===== config.mk =====
export PLATFORM = sky130hd
export DESIGN_NAME = ordered_keyed_state_table_unit
export DESIGN_NICKNAME = d
export VERILOG_FILES = /design/src/rtl/okst_pkg.sv /design/src/rtl/okst_cell.sv /design/src/rtl/ordered_keyed_state_table_unit.sv
export VERILOG_INCLUDE_DIRS = /design/src /design/src/rtl
export SDC_FILE = /design/constraint.sdc
export NUM_CORES = 1
export LEC_CHECK = 0
export BUFFER_PORTS_ARGS = -buffer_cell sky130_fd_sc_hd__buf_4
export CAP_MARGIN = 20
export CORE_MARGIN = 3
export CORE_UTILIZATION = 50
export DETAILED_ROUTE_END_ITERATION = 8
export PLACE_DENSITY = 0.69
export SETUP_SLACK_MARGIN = 0.4
export SYNTH_ARGS = -nofsm -noshare
export SYNTH_HDL_FRONTEND = slang
export SYNTH_SLANG_ARGS = --single-unit

===== constraint.sdc =====
create_clock -name clk -period 11.7 [get_ports clk]
set_input_delay 1.755 -clock clk [delete_from_list [all_inputs] [get_ports clk]]
set_output_delay 1.755 -clock clk [all_outputs]
set_load 0.05 [all_outputs]

===== src/rtl/assert_macros.svh =====
// Assertion helpers for the ordered state table.
// Both take a label, a clock, a reset that disables the check, an antecedent
// and a consequent.
`ifndef ASSERT_MACROS_SVH
`define ASSERT_MACROS_SVH

`ifndef SYNTH
// Consequent holds in the same cycle as the antecedent.
`define ASSERT_IMPL(label, clk, rst, ante, cons) \
  label: assert property (@(posedge clk) disable iff (rst) (ante) |-> (cons)) \
    else $error("assertion failed");
// Consequent holds in the cycle after the antecedent.
`define ASSERT_NEXT(label, clk, rst, ante, cons) \
  label: assert property (@(posedge clk) disable iff (rst) (ante) |=> (cons)) \
    else $error("assertion failed");
`else
`define ASSERT_IMPL(label, clk, rst, ante, cons)
`define ASSERT_NEXT(label, clk, rst, ante, cons)
`endif

`endif


===== src/rtl/okst_pkg.sv =====
package okst_pkg;

  localparam int ENTRIES     = 16;
  localparam int LIST_MAX    = 16;
  localparam int MAX_RESULTS = 16;
  localparam int LIST_CAP    = (LIST_MAX < MAX_RESULTS) ? LIST_MAX : MAX_RESULTS;

  localparam int IDX_W  = (ENTRIES > 1) ? $clog2(ENTRIES) : 1;
  localparam int CNT_W  = $clog2(ENTRIES + 1);
  localparam int LCNT_W = $clog2(LIST_CAP + 1);

  localparam int CODE_W  = 8;
  localparam int TOTAL_W = 5;
  localparam int REG_W   = 8;

  // Configuration register indexes
  localparam logic [REG_W-1:0] REG_IDLE   = 8'd0;
  localparam logic [REG_W-1:0] REG_STOP   = 8'd1;
  localparam logic [REG_W-1:0] REG_MANUAL = 8'd2;

  typedef enum logic [2:0] {
    OUT_INSERTED  = 3'd0,
    OUT_UPDATED   = 3'd1,
    OUT_DELETED   = 3'd2,
    OUT_NOT_FOUND = 3'd3,
    OUT_FULL      = 3'd4,
    OUT_LIST      = 3'd5
  } outcome_t;

  typedef enum logic [2:0] {
    OP_HOLD,
    OP_UPDATE,
    OP_DELETE,
    OP_APPEND,
    OP_ROTATE
  } op_t;

  typedef enum logic [1:0] {
    S_IDLE,
    S_REC,
    S_LIST
  } state_t;

  typedef struct packed {
    logic [CODE_W-1:0] kind;
    logic [CODE_W-1:0] ident;
    logic [CODE_W-1:0] run_state;
  } entry_t;

  // Broadcast from the controller to every cell
  typedef struct packed {
    op_t               op;
    logic [CODE_W-1:0] kind;
    logic [CODE_W-1:0] ident;
    logic [CODE_W-1:0] run_state;
    logic [CNT_W-1:0]  total;
  } cell_cmd_t;

endpackage


===== src/rtl/okst_cell.sv =====
module okst_cell (
  input  logic                         clk,
  input  okst_pkg::cell_cmd_t          cmd,
  input  logic [okst_pkg::IDX_W-1:0]   index,
  input  logic                         hit_in,
  input  okst_pkg::entry_t             nb_entry,
  input  okst_pkg::entry_t             wrap_entry,
  output okst_pkg::entry_t             entry,
  output logic                         hit_out
);

  logic occupied;
  logic own_match;
  logic first;
  logic at_total;
  logic tail;
  okst_pkg::entry_t entry_next;

  assign occupied  = okst_pkg::CNT_W'(index) < cmd.total;
  assign own_match = occupied && (entry.kind == cmd.kind) && (entry.ident == cmd.ident);
  assign hit_out   = hit_in || own_match;
  assign first     = own_match && !hit_in;
  assign at_total  = okst_pkg::CNT_W'(index) == cmd.total;
  assign tail      = (okst_pkg::CNT_W'(index) + okst_pkg::CNT_W'(1)) == cmd.total;

  always_comb begin
    entry_next = entry;
    unique case (cmd.op)
      okst_pkg::OP_HOLD: ;
      okst_pkg::OP_UPDATE: begin
        if (first) entry_next.run_state = cmd.run_state;
      end
      // close the gap: everything from the match onwards moves up one place
      okst_pkg::OP_DELETE: begin
        if (hit_out) entry_next = nb_entry;
      end
      okst_pkg::OP_APPEND: begin
        if (at_total) begin
          entry_next.kind      = cmd.kind;
          entry_next.ident     = cmd.ident;
          entry_next.run_state = cmd.run_state;
        end
      end
      okst_pkg::OP_ROTATE: begin
        entry_next = tail ? wrap_entry : nb_entry;
      end
      default: ;
    endcase
  end

  always_ff @(posedge clk) begin
    entry <= entry_next;
  end

endmodule


===== src/rtl/ordered_keyed_state_table_unit.sv =====
// Ordered keyed state table. Holds up to ENTRIES (kind, ident, run state)
// entries in insertion order, one per cell of a chain; every cell compares
// its key against the broadcast key and a first-match flag ripples down the
// chain. A record transfer is accepted in the idle state; then, in the
// record state, the chain resolves the first match and updates, appends or
// deletes (deletion shifts every later cell up one place in that same
// cycle). In a list transfer the occupied part of the chain rotates by
// one cell per cycle past cell 0, which is inspected, so after entry_total
// steps the table is back in order; listed idents come out one per cycle at
// most, the final one flagged by last. Cycles in which the result register
// is full and not taken stall all progress. A new input transfer is taken
// only when the previous one has produced all its results, though the last
// result may still be waiting in the output register. Configuration writes
// are always accepted; indexes beyond 2 are ignored.
`include "assert_macros.svh"

module ordered_keyed_state_table_unit (
  input  logic       clk,
  input  logic       rst,
  // input item
  input  logic       in_valid,
  output logic       in_ready,
  input  logic       action,
  input  logic [7:0] kind,
  input  logic [7:0] ident,
  input  logic [7:0] run_state,
  // result item
  output logic       out_valid,
  input  logic       out_ready,
  output logic       item_valid,
  output logic [7:0] listed_id,
  output logic       last,
  output logic [2:0] outcome,
  output logic [4:0] entry_total,
  // configuration writes
  input  logic       cfg_valid,
  output logic       cfg_ready,
  input  logic [7:0] cfg_index,
  input  logic [7:0] cfg_data
);

  localparam int N = okst_pkg::ENTRIES;

  okst_pkg::state_t state, state_next;

  // configuration registers
  logic [7:0] idle_code, stop_code, manual_code;

  // held input item
  logic [7:0] kind_q, ident_q, rs_q;

  // table occupancy and list scan
  logic [okst_pkg::CNT_W-1:0]  total, total_next;
  logic [okst_pkg::CNT_W-1:0]  pos, pos_next;
  logic [okst_pkg::LCNT_W-1:0] lcnt, lcnt_next;
  logic [7:0]                  pend_id, pend_id_next;
  logic                        has_pend, has_pend_next;

  // result register
  logic                   out_valid_next;
  logic                   out_item_valid, out_item_valid_next;
  logic [7:0]             out_id, out_id_next;
  logic                   out_last, out_last_next;
  okst_pkg::outcome_t     out_outcome, out_outcome_next;
  logic [4:0]             out_total, out_total_next;

  okst_pkg::cell_cmd_t cmd;
  okst_pkg::entry_t    entries [N];
  logic [N:0]          hit;

  logic can_emit;
  logic is_del;
  logic found;
  logic sel0;
  logic rec_step;
  logic append_step;

  assign cfg_ready = 1'b1;

  // -------------------------------------------------------------------------
  // Chain of cells. Each hands its entry to the one before it on a delete or
  // rotate step; the last occupied cell takes cell 0's entry when rotating.
  // -------------------------------------------------------------------------
  assign hit[0] = 1'b0;

  for (genvar i = 0; i < N; i++) begin : g_cell
    okst_pkg::entry_t nb;
    if (i == N - 1) begin : g_end
      assign nb = entries[i];
    end else begin : g_mid
      assign nb = entries[i + 1];
    end
    okst_cell u_cell (
      .clk        (clk),
      .cmd        (cmd),
      .index      (okst_pkg::IDX_W'(i)),
      .hit_in     (hit[i]),
      .nb_entry   (nb),
      .wrap_entry (entries[0]),
      .entry      (entries[i]),
      .hit_out    (hit[i + 1])
    );
  end

  assign can_emit = !out_valid || out_ready;
  assign is_del   = (rs_q == idle_code) || (rs_q == stop_code);
  assign found    = hit[N];
  assign sel0     = (entries[0].kind == 8'd0) && (entries[0].run_state == manual_code);

  assign in_ready = (state == okst_pkg::S_IDLE);

  // -------------------------------------------------------------------------
  // Control: next state, cell command and result register load
  // -------------------------------------------------------------------------
  always_comb begin
    state_next          = state;
    total_next          = total;
    pos_next            = pos;
    lcnt_next           = lcnt;
    pend_id_next        = pend_id;
    has_pend_next       = has_pend;
    out_valid_next      = out_valid && !out_ready;
    out_item_valid_next = out_item_valid;
    out_id_next         = out_id;
    out_last_next       = out_last;
    out_outcome_next    = out_outcome;
    out_total_next      = out_total;

    cmd.op        = okst_pkg::OP_HOLD;
    cmd.kind      = kind_q;
    cmd.ident     = ident_q;
    cmd.run_state = rs_q;
    cmd.total     = total;

    unique case (state)
      okst_pkg::S_IDLE: begin
        if (in_valid) begin
          state_next    = action ? okst_pkg::S_LIST : okst_pkg::S_REC;
          pos_next      = '0;
          lcnt_next     = '0;
          has_pend_next = 1'b0;
        end
      end

      okst_pkg::S_REC: begin
        if (can_emit) begin
          if (is_del) begin
            if (found) begin
              cmd.op           = okst_pkg::OP_DELETE;
              total_next       = total - okst_pkg::CNT_W'(1);
              out_outcome_next = okst_pkg::OUT_DELETED;
            end else begin
              out_outcome_next = okst_pkg::OUT_NOT_FOUND;
            end
          end else if (found) begin
            cmd.op           = okst_pkg::OP_UPDATE;
            out_outcome_next = okst_pkg::OUT_UPDATED;
          end else if (total < okst_pkg::CNT_W'(N)) begin
            cmd.op           = okst_pkg::OP_APPEND;
            total_next       = total + okst_pkg::CNT_W'(1);
            out_outcome_next = okst_pkg::OUT_INSERTED;
          end else begin
            out_outcome_next = okst_pkg::OUT_FULL;
          end
          out_valid_next      = 1'b1;
          out_item_valid_next = 1'b0;
          out_id_next         = 8'd0;
          out_last_next       = 1'b1;
          out_total_next      = 5'(total_next);
          state_next          = okst_pkg::S_IDLE;
        end
      end

      okst_pkg::S_LIST: begin
        if (can_emit) begin
          out_outcome_next = okst_pkg::OUT_LIST;
          out_total_next   = 5'(total);
          if (pos < total) begin
            // inspect cell 0, then advance the ring by one cell
            cmd.op   = okst_pkg::OP_ROTATE;
            pos_next = pos + okst_pkg::CNT_W'(1);
            if (sel0 && (lcnt < okst_pkg::LCNT_W'(okst_pkg::LIST_CAP))) begin
              lcnt_next     = lcnt + okst_pkg::LCNT_W'(1);
              pend_id_next  = entries[0].ident;
              has_pend_next = 1'b1;
              // a later match proves the held one is not the final result
              if (has_pend) begin
                out_valid_next      = 1'b1;
                out_item_valid_next = 1'b1;
                out_id_next         = pend_id;
                out_last_next       = 1'b0;
              end
            end
          end else begin
            out_valid_next      = 1'b1;
            out_item_valid_next = has_pend;
            out_id_next         = has_pend ? pend_id : 8'd0;
            out_last_next       = 1'b1;
            has_pend_next       = 1'b0;
            state_next          = okst_pkg::S_IDLE;
          end
        end
      end

      default: state_next = okst_pkg::S_IDLE;
    endcase
  end

  always_ff @(posedge clk) begin
    if (rst) begin
      state     <= okst_pkg::S_IDLE;
      total     <= '0;
      out_valid <= 1'b0;
      has_pend  <= 1'b0;
    end else begin
      state     <= state_next;
      total     <= total_next;
      out_valid <= out_valid_next;
      has_pend  <= has_pend_next;
    end
  end

  always_ff @(posedge clk) begin
    if (rst) begin
      idle_code   <= 8'd0;
      stop_code   <= 8'd1;
      manual_code <= 8'd2;
    end else if (cfg_valid && cfg_ready) begin
      unique case (cfg_index)
        okst_pkg::REG_IDLE:   idle_code   <= cfg_data;
        okst_pkg::REG_STOP:   stop_code   <= cfg_data;
        okst_pkg::REG_MANUAL: manual_code <= cfg_data;
        default: ;
      endcase
    end
  end

  // payload registers
  always_ff @(posedge clk) begin
    if (in_valid && in_ready) begin
      kind_q  <= kind;
      ident_q <= ident;
      rs_q    <= run_state;
    end
    pos            <= pos_next;
    lcnt           <= lcnt_next;
    pend_id        <= pend_id_next;
    out_item_valid <= out_item_valid_next;
    out_id         <= out_id_next;
    out_last       <= out_last_next;
    out_outcome    <= out_outcome_next;
    out_total      <= out_total_next;
  end

  assign item_valid  = out_item_valid;
  assign listed_id   = out_id;
  assign last        = out_last;
  assign outcome     = out_outcome;
  assign entry_total = out_total;

  // -------------------------------------------------------------------------
  // Checks
  // -------------------------------------------------------------------------
  assign rec_step    = (state == okst_pkg::S_REC) && can_emit;
  assign append_step = rec_step && (cmd.op == okst_pkg::OP_APPEND);

  `ASSERT_IMPL(a_total_bound, clk, rst, 1'b1, total <= okst_pkg::CNT_W'(N))
  `ASSERT_IMPL(a_scan_bound, clk, rst, state == okst_pkg::S_LIST, pos <= total)
  `ASSERT_NEXT(a_rec_result, clk, rst, rec_step, out_valid && out_last && !out_item_valid)
  `ASSERT_NEXT(a_append_grow, clk, rst, append_step, total == $past(total) + okst_pkg::CNT_W'(1))

endmodule


## After elaboration in Yosys (flattened, before gate mapping)

Index checks and enable logic that the tools add are counted.

- $add $sub $neg: 4
- Multiply operators: 0
- Div/mod/pow operators: 0
- Magnitude comparators: 19
- Equality and inequality tests: 116
- Shift-type cells: 0
- Multiplexer cells: 161
- Bitwise logic cells: 0
- Reductions and logical operators: 138

Operators with widths:

| operator | count |
|---|---|
| $mux W24 | 47 |
| $pmux W16 S3 | 15 |
| $pmux W8 S4 | 15 |
| $eq A8 B8 Y1 | 35 |
| $mux W8 | 22 |
| $ne A2 B1 Y1 const B | 48 |
| $reduce_and A4 Y1 | 20 |
| $mux W5 | 12 |
| $logic_and A1 B1 Y1 | 51 |
| $reduce_and A3 Y1 | 16 |
| $eq A4 B5 Y1 const A | 8 |
| $lt A4 B5 Y1 const A | 8 |
| $pmux W16 S2 | 1 |
| $pmux W5 S2 | 3 |
| $mux W3 | 9 |
| $pmux W8 S3 | 1 |
| $eq A3 B5 Y1 const A | 4 |
| $lt A3 B5 Y1 const A | 4 |
| $mux W1 | 20 |
| $logic_not A1 Y1 | 17 |
| $logic_or A1 B1 Y1 | 17 |
| $logic_not A8 Y1 | 2 |
| $mux W2 | 8 |
| $pmux W8 S2 | 1 |
| other kinds (28) | 54 |

- Flip-flop bits (word level): 477
- Bits in latches: 0
- Memory bits (writable): 0
- Bits in read-only memories: 0
- Output and inout bits: 21
- Word-level logic and storage cells: 504
- Memories: 0

## Depth between registers and ports, before layout

- Word-level depth: 25
- Depth in mapped cells: 15
- Mapped depth without buffers: 10

## Modules after synthesis

Synthesis repeated with hierarchy kept, for this count alone.

- Cells, all modules: 2721
- Area total of the unflattened synthesis: 30792.0 µm²

By module, submodules not included:

| module | times used | cells each | area each (µm²) | sequential area each (µm²) |
|---|---|---|---|---|
| okst_cell (g_cell[0].u_cell ...) | 8 | 150 | 1672.9 | 720.7 |
| okst_cell (g_cell[13].u_cell ...) | 8 | 148 | 1661.6 | 720.7 |
| ordered_keyed_state_table_unit | 1 | 337 | 4116.4 | 2462.4 |

## Worst setup path after synthesis

No wires, ideal clock.

- Path type: input to register
- Start point: input port out_ready
- End point: register g_cell[15].u_cell.entry[10] in the netlist's numbering (enable)
- Setup time: 0.411 ns
- Data arrival time: 4.222 ns
- Path slack: 7.067 ns
- Stages on the path: 7
- Cell sequence: nand2b_1 -> nand4_1 -> or2_4 -> buf_6 -> buf_4 -> buf_2 -> o21ai_0

- Cells in the longest elaborated chain, start to end: 6

RTL lines:

| item | line | text |
|---|---|---|
| start, declared | ordered_keyed_state_table_unit.sv:29 | `input logic out_ready,` |
| $logic_or A1 B1 Y1 * | ordered_keyed_state_table_unit.sv:105 | `assign can_emit = !out_valid \|\| out_ready;` |
| $mux W3 (on tied branches) | ordered_keyed_state_table_unit.sv:175, ordered_keyed_state_table_unit.sv:146 |  |
| $pmux W3 S2 * | ordered_keyed_state_table_unit.sv:135 | `unique case (state)` |
| $eq A3 B3 Y1 or $eq A3 B2 Y1 (tied branches) | okst_cell.sv:28 | `unique case (cmd.op)` |
| $ne A2 B1 Y1 (no source line) or $reduce_bool A2 Y1 (tied branches) | -- |  |
| $reduce_and A3 Y1 (no source line) * | -- |  |
| end signal, assigned | okst_cell.sv:52 | `entry <= entry_next;` |
| end, declared | okst_cell.sv:8 | `output okst_pkg::entry_t entry,` |

Mark *: on every way between the ends. The rest lies on a longest branch, timed or not.
A chain may end at the register's enable or synchronous reset.

## Worst setup path after layout

- Start point: register total[4] in the netlist's numbering
- End point: register g_cell[12].u_cell.entry[3] in the netlist's numbering (enable)

- Cells in the longest elaborated chain, start to end: 25

RTL lines:

| item | line | text |
|---|---|---|
| start, declared | ordered_keyed_state_table_unit.sv:53 | `logic [okst_pkg::CNT_W-1:0] total, total_next;` |
| start signal, assigned | ordered_keyed_state_table_unit.sv:217 | `total <= total_next;` |
| $lt A1 B5 Y1 | okst_cell.sv:19 | `assign occupied = okst_pkg::CNT_W'(index) < cmd.total;` |
| $logic_and A1 B1 Y1 (2 in a row) | okst_cell.sv:20 | `assign own_match = occupied && (entry.kind == cmd.kind) && (entry.ident == cmd.ident);` |
| $logic_or A1 B1 Y1 (15 in a row) | okst_cell.sv:21 | `assign hit_out = hit_in \|\| own_match;` |
| $mux W2 (on tied branches) | ordered_keyed_state_table_unit.sv:155, ordered_keyed_state_table_unit.sv:148 |  |
| $mux W3 | ordered_keyed_state_table_unit.sv:147 | `if (is_del) begin` |
| $mux W3 | ordered_keyed_state_table_unit.sv:146 | `if (can_emit) begin` |
| $pmux W3 S2 | ordered_keyed_state_table_unit.sv:135 |  |
| $eq A3 B1 Y1 (tied with other cells) | okst_cell.sv:28 |  |
| $ne A2 B1 Y1 (no source line) or $reduce_bool A4 Y1 (tied branches) | -- |  |
| $reduce_and A4 Y1 (no source line) * | -- |  |
| end signal, assigned | okst_cell.sv:52 |  |
| end, declared | okst_cell.sv:8 |  |

Marked as above.

==> flow_summary.toml <==
[outcome]
status = "finished clean"

[yosys]
ys_seq_area_frac = 0.547
ys_dominant_reg_cell = "edfxtp_1"
synth_edf_count = 444
synth_fp_nets = 2097
yosysWarnings = 0
async_flop_share = 0
syn-cell-area_mm2 = 0.0256
ys_ff_latch = 477
avgSynthCellArea_um2 = 12.6
synth_cell_types = 76
syn_inst = 2035

[die]
die_y_um = 232
floorplan.initialDensity = 0.508
die_x_um = 232
placementRows = 82
core_area_mm2 = 0.0504
die-area_mm2 = 0.0539
ios = 67

[final_layout]
n_antenna_cell = 0
fillers = 4035
stdcell_area_mm2 = 0.0283
stdcell_count = 2715
finalNetCount = 2066
drive_above_1_share = 0.134
syn_to_final_growth_pct = 10.5

[cts]
clock-root-buffer = "clkbuf_16"
htree_levels = 2
clockBufferDepth = 3
postCtsSetupBuffers = 0
cts.sinks = 477
cts_made_buffers = 50
path_clk_slew_ns = 0.07
cts_tree = "built"
clk_latency_ns = 0.61
postCtsHoldBufs = 0
cts_resized = 0

[global_route]
grt_pass1_wl_mm = 124
grt_pass1_vias = 19100
track_usage = 0.305
grt_max_degree = 43
antenna_found_initial = 1
overflow = 0

[drt]
vias = 19800
routed_wl_mm = 84.0
drc = 0
vias_per_cell = 7.27
firstDrtPassIters = 6
ant_nets = 0
wl_per_cell_um = 30.9
dr.first_iter.drc_count = 3349

[power]
powerDensity_mw_per_mm2 = 160
power.leakage_nw = 9.78
peakVddDrop_v = 0.000120

[critical_path]
crit_chain = "nor2_1 -> o21ai_0 -> nand4_1 -> nor4_1 -> nor4_1 -> nand4_1 -> o21bai_1 -> buf_4 -> mux2_2 -> a22oi_1"
critPathLaunch = "total[4]"
cp.arrival_ns = 6.04
slowest_delay_ns = 0.92
cp-end-kind = "flop"
reg2regPathDepth = 10
crit_path_max_fanout = 19
crit_type = "reg2reg"
r2r-start = "total[4]"
endpoint = "g_cell[12].u_cell.entry[3]"
r2r_slack_ns = 5.88
start_kind = "flop"
cp_slowest_cell = "nor2_1"
reg2reg_to = "g_cell[12].u_cell.entry[3]"
cp.required_ns = 11.92

[placed_design]
placed_area_mm2 = 0.0264
numPortBuffers = 65
post-place-ws_ns = 5.73
dp.cells = 2614
place.gp.congestion = 1.03
dpl.hpwl_mm = 55.6

[timing]
clock_skew_ns = 0.0199
period_needed_ns = 5.82
rsz0062_at_grt = "no"
worst_slack_ns = 5.88
whs_ns = 0.502
slew_headroom = 0.188
period_share = 0.497
tightest_slew_ns = 1.22
setup_tns_ns = 0
finalHoldViolations = 0
setup-violations-final = 0
final_max_slew_viol_count = 0
fmax_mhz = 172

[hold_path]
hold_path_class = "reg2reg"

[flow_run]
drv_cap = 0
flip-flops by register name (all words and copies together) (netlist names), 8 cells and up:
name	count
g_cell.u_cell.entry	384
manual_code	8
pend_id	8
listed_id	8
stop_code	8
idle_code	8
ident_q	8
kind_q	8
rs_q	8
cell families (layout without fill, tap and decap cells):
logic type                 count (synthesis)  after routing  share of synthesized area
and+or+nand+nor                          459            459                      0.103
xor gates and xnor gates                 291            291                     0.0996
adders and majority gates                 16             16                    0.00782
DFF                                      477            477                      0.547
AOI/OAI and AO/OA                        494            494                      0.174
muxes                                     61             61                     0.0253
buffers and inverters                    236            244                     0.0426
other                                      1              1                   0.000147
layer usage:
metal  up-vias  global-route usage  part of all wire
met3       358              0.0801              0.12
met4         3               0.152             0.058
met5         -             0.00919           0.00095
met2      1582               0.466              0.44
met1      9722               0.401              0.38
li1       8086                   -                 -
cells in the final DEF, fill, tap and decap left out, drive strengths merged, types with 11 or more instances in the layout:
master,netlist,layout
xnor2,146,146
nor2,89,89
mux2i,31,31
and2,26,26
buf,87,137
a21o,32,32
nor4b,14,14
mux2,30,30
nand2,49,49
edfxtp,444,444
inv,14,16
nand3,37,37
clkinv,1,25
and3,32,32
dfxtp,33,33
nor3,25,25
o21ai,22,22
a21oi,43,43
a221o,336,336
clkbuf,134,55
nand4,61,61
xor2,145,145
bufinv,0,11
a22oi,16,16
ha,16,16
nor4,56,56
nand4b,11,11
area by class of cell:
class / count / area (um2) / share of cell area
Inverter: 15 / 56.3 / 0.00199
Clock inverter: 37 / 470 / 0.0166
Multi-Input combinational cell: 1322 / 10500 / 0.372
Clock buffer: 54 / 1270 / 0.0448
Sequential cell: 477 / 14000 / 0.495
Timing Repair Buffer: 138 / 1130 / 0.0400
Tap cell: 672 / 841 / 0.0297
cells in the mapped netlist, drive strengths merged (22+ instances only):
cell,count,area [um2]
xor2,145,1270
edfxtp,444,13300
nor2,89,344
dfxtp,33,661
o21ai,22,140
a21o,32,240
and2,26,163
buf,87,513
a21oi,43,230
mux2,30,338
nand3,37,185
mux2i,31,310
nand4,61,382
nor3,25,151
nand2,49,184
and3,32,200
xnor2,146,1280
clkbuf,134,521
a221o,336,3360
nor4,56,350
power by group:
part	switching, mW	internal [mW]
sequential	0.102	2.00
combinational	0.444	0.254
clock	0.700	1.02
total	1.25	3.28
through the flow:
| stage | total power, mW | utilization |
|---|---|---|
| finish | 4.53 | 0.561 |
| global route | 4.64 | 0.561 |
| detailed placement | 2.81 | 0.524 |
| CTS | 4.50 | 0.559 |
| global placement | 2.79 | 0.523 |
| floorplan | 2.58 | - |
worst min-delay path by stage:
stage	start	end	slack (ns)	cells after the start
floorplan	g_cell[0].u_cell.entry[10]	pend_id[2]	0.42	0
global placement	manual_code[1]	manual_code[1]	0.48	1
detailed placement	manual_code[1]	manual_code[1]	0.48	1
CTS	manual_code[1]	manual_code[1]	0.50	1
global route	manual_code[1]	manual_code[1]	0.51	1
finish	manual_code[1]	manual_code[1]	0.50	1
worst max-delay path, delay by kind of cell, from the launching register on:
family                 cells  cell delay [ns]
DFF                        1             0.59
buffers and inverters      1             0.27
muxes                      1             0.36
AOI/OAI and AO/OA          3             1.81
and+or+nand+nor            5             2.38
Power figures use the tool's default switching activity.
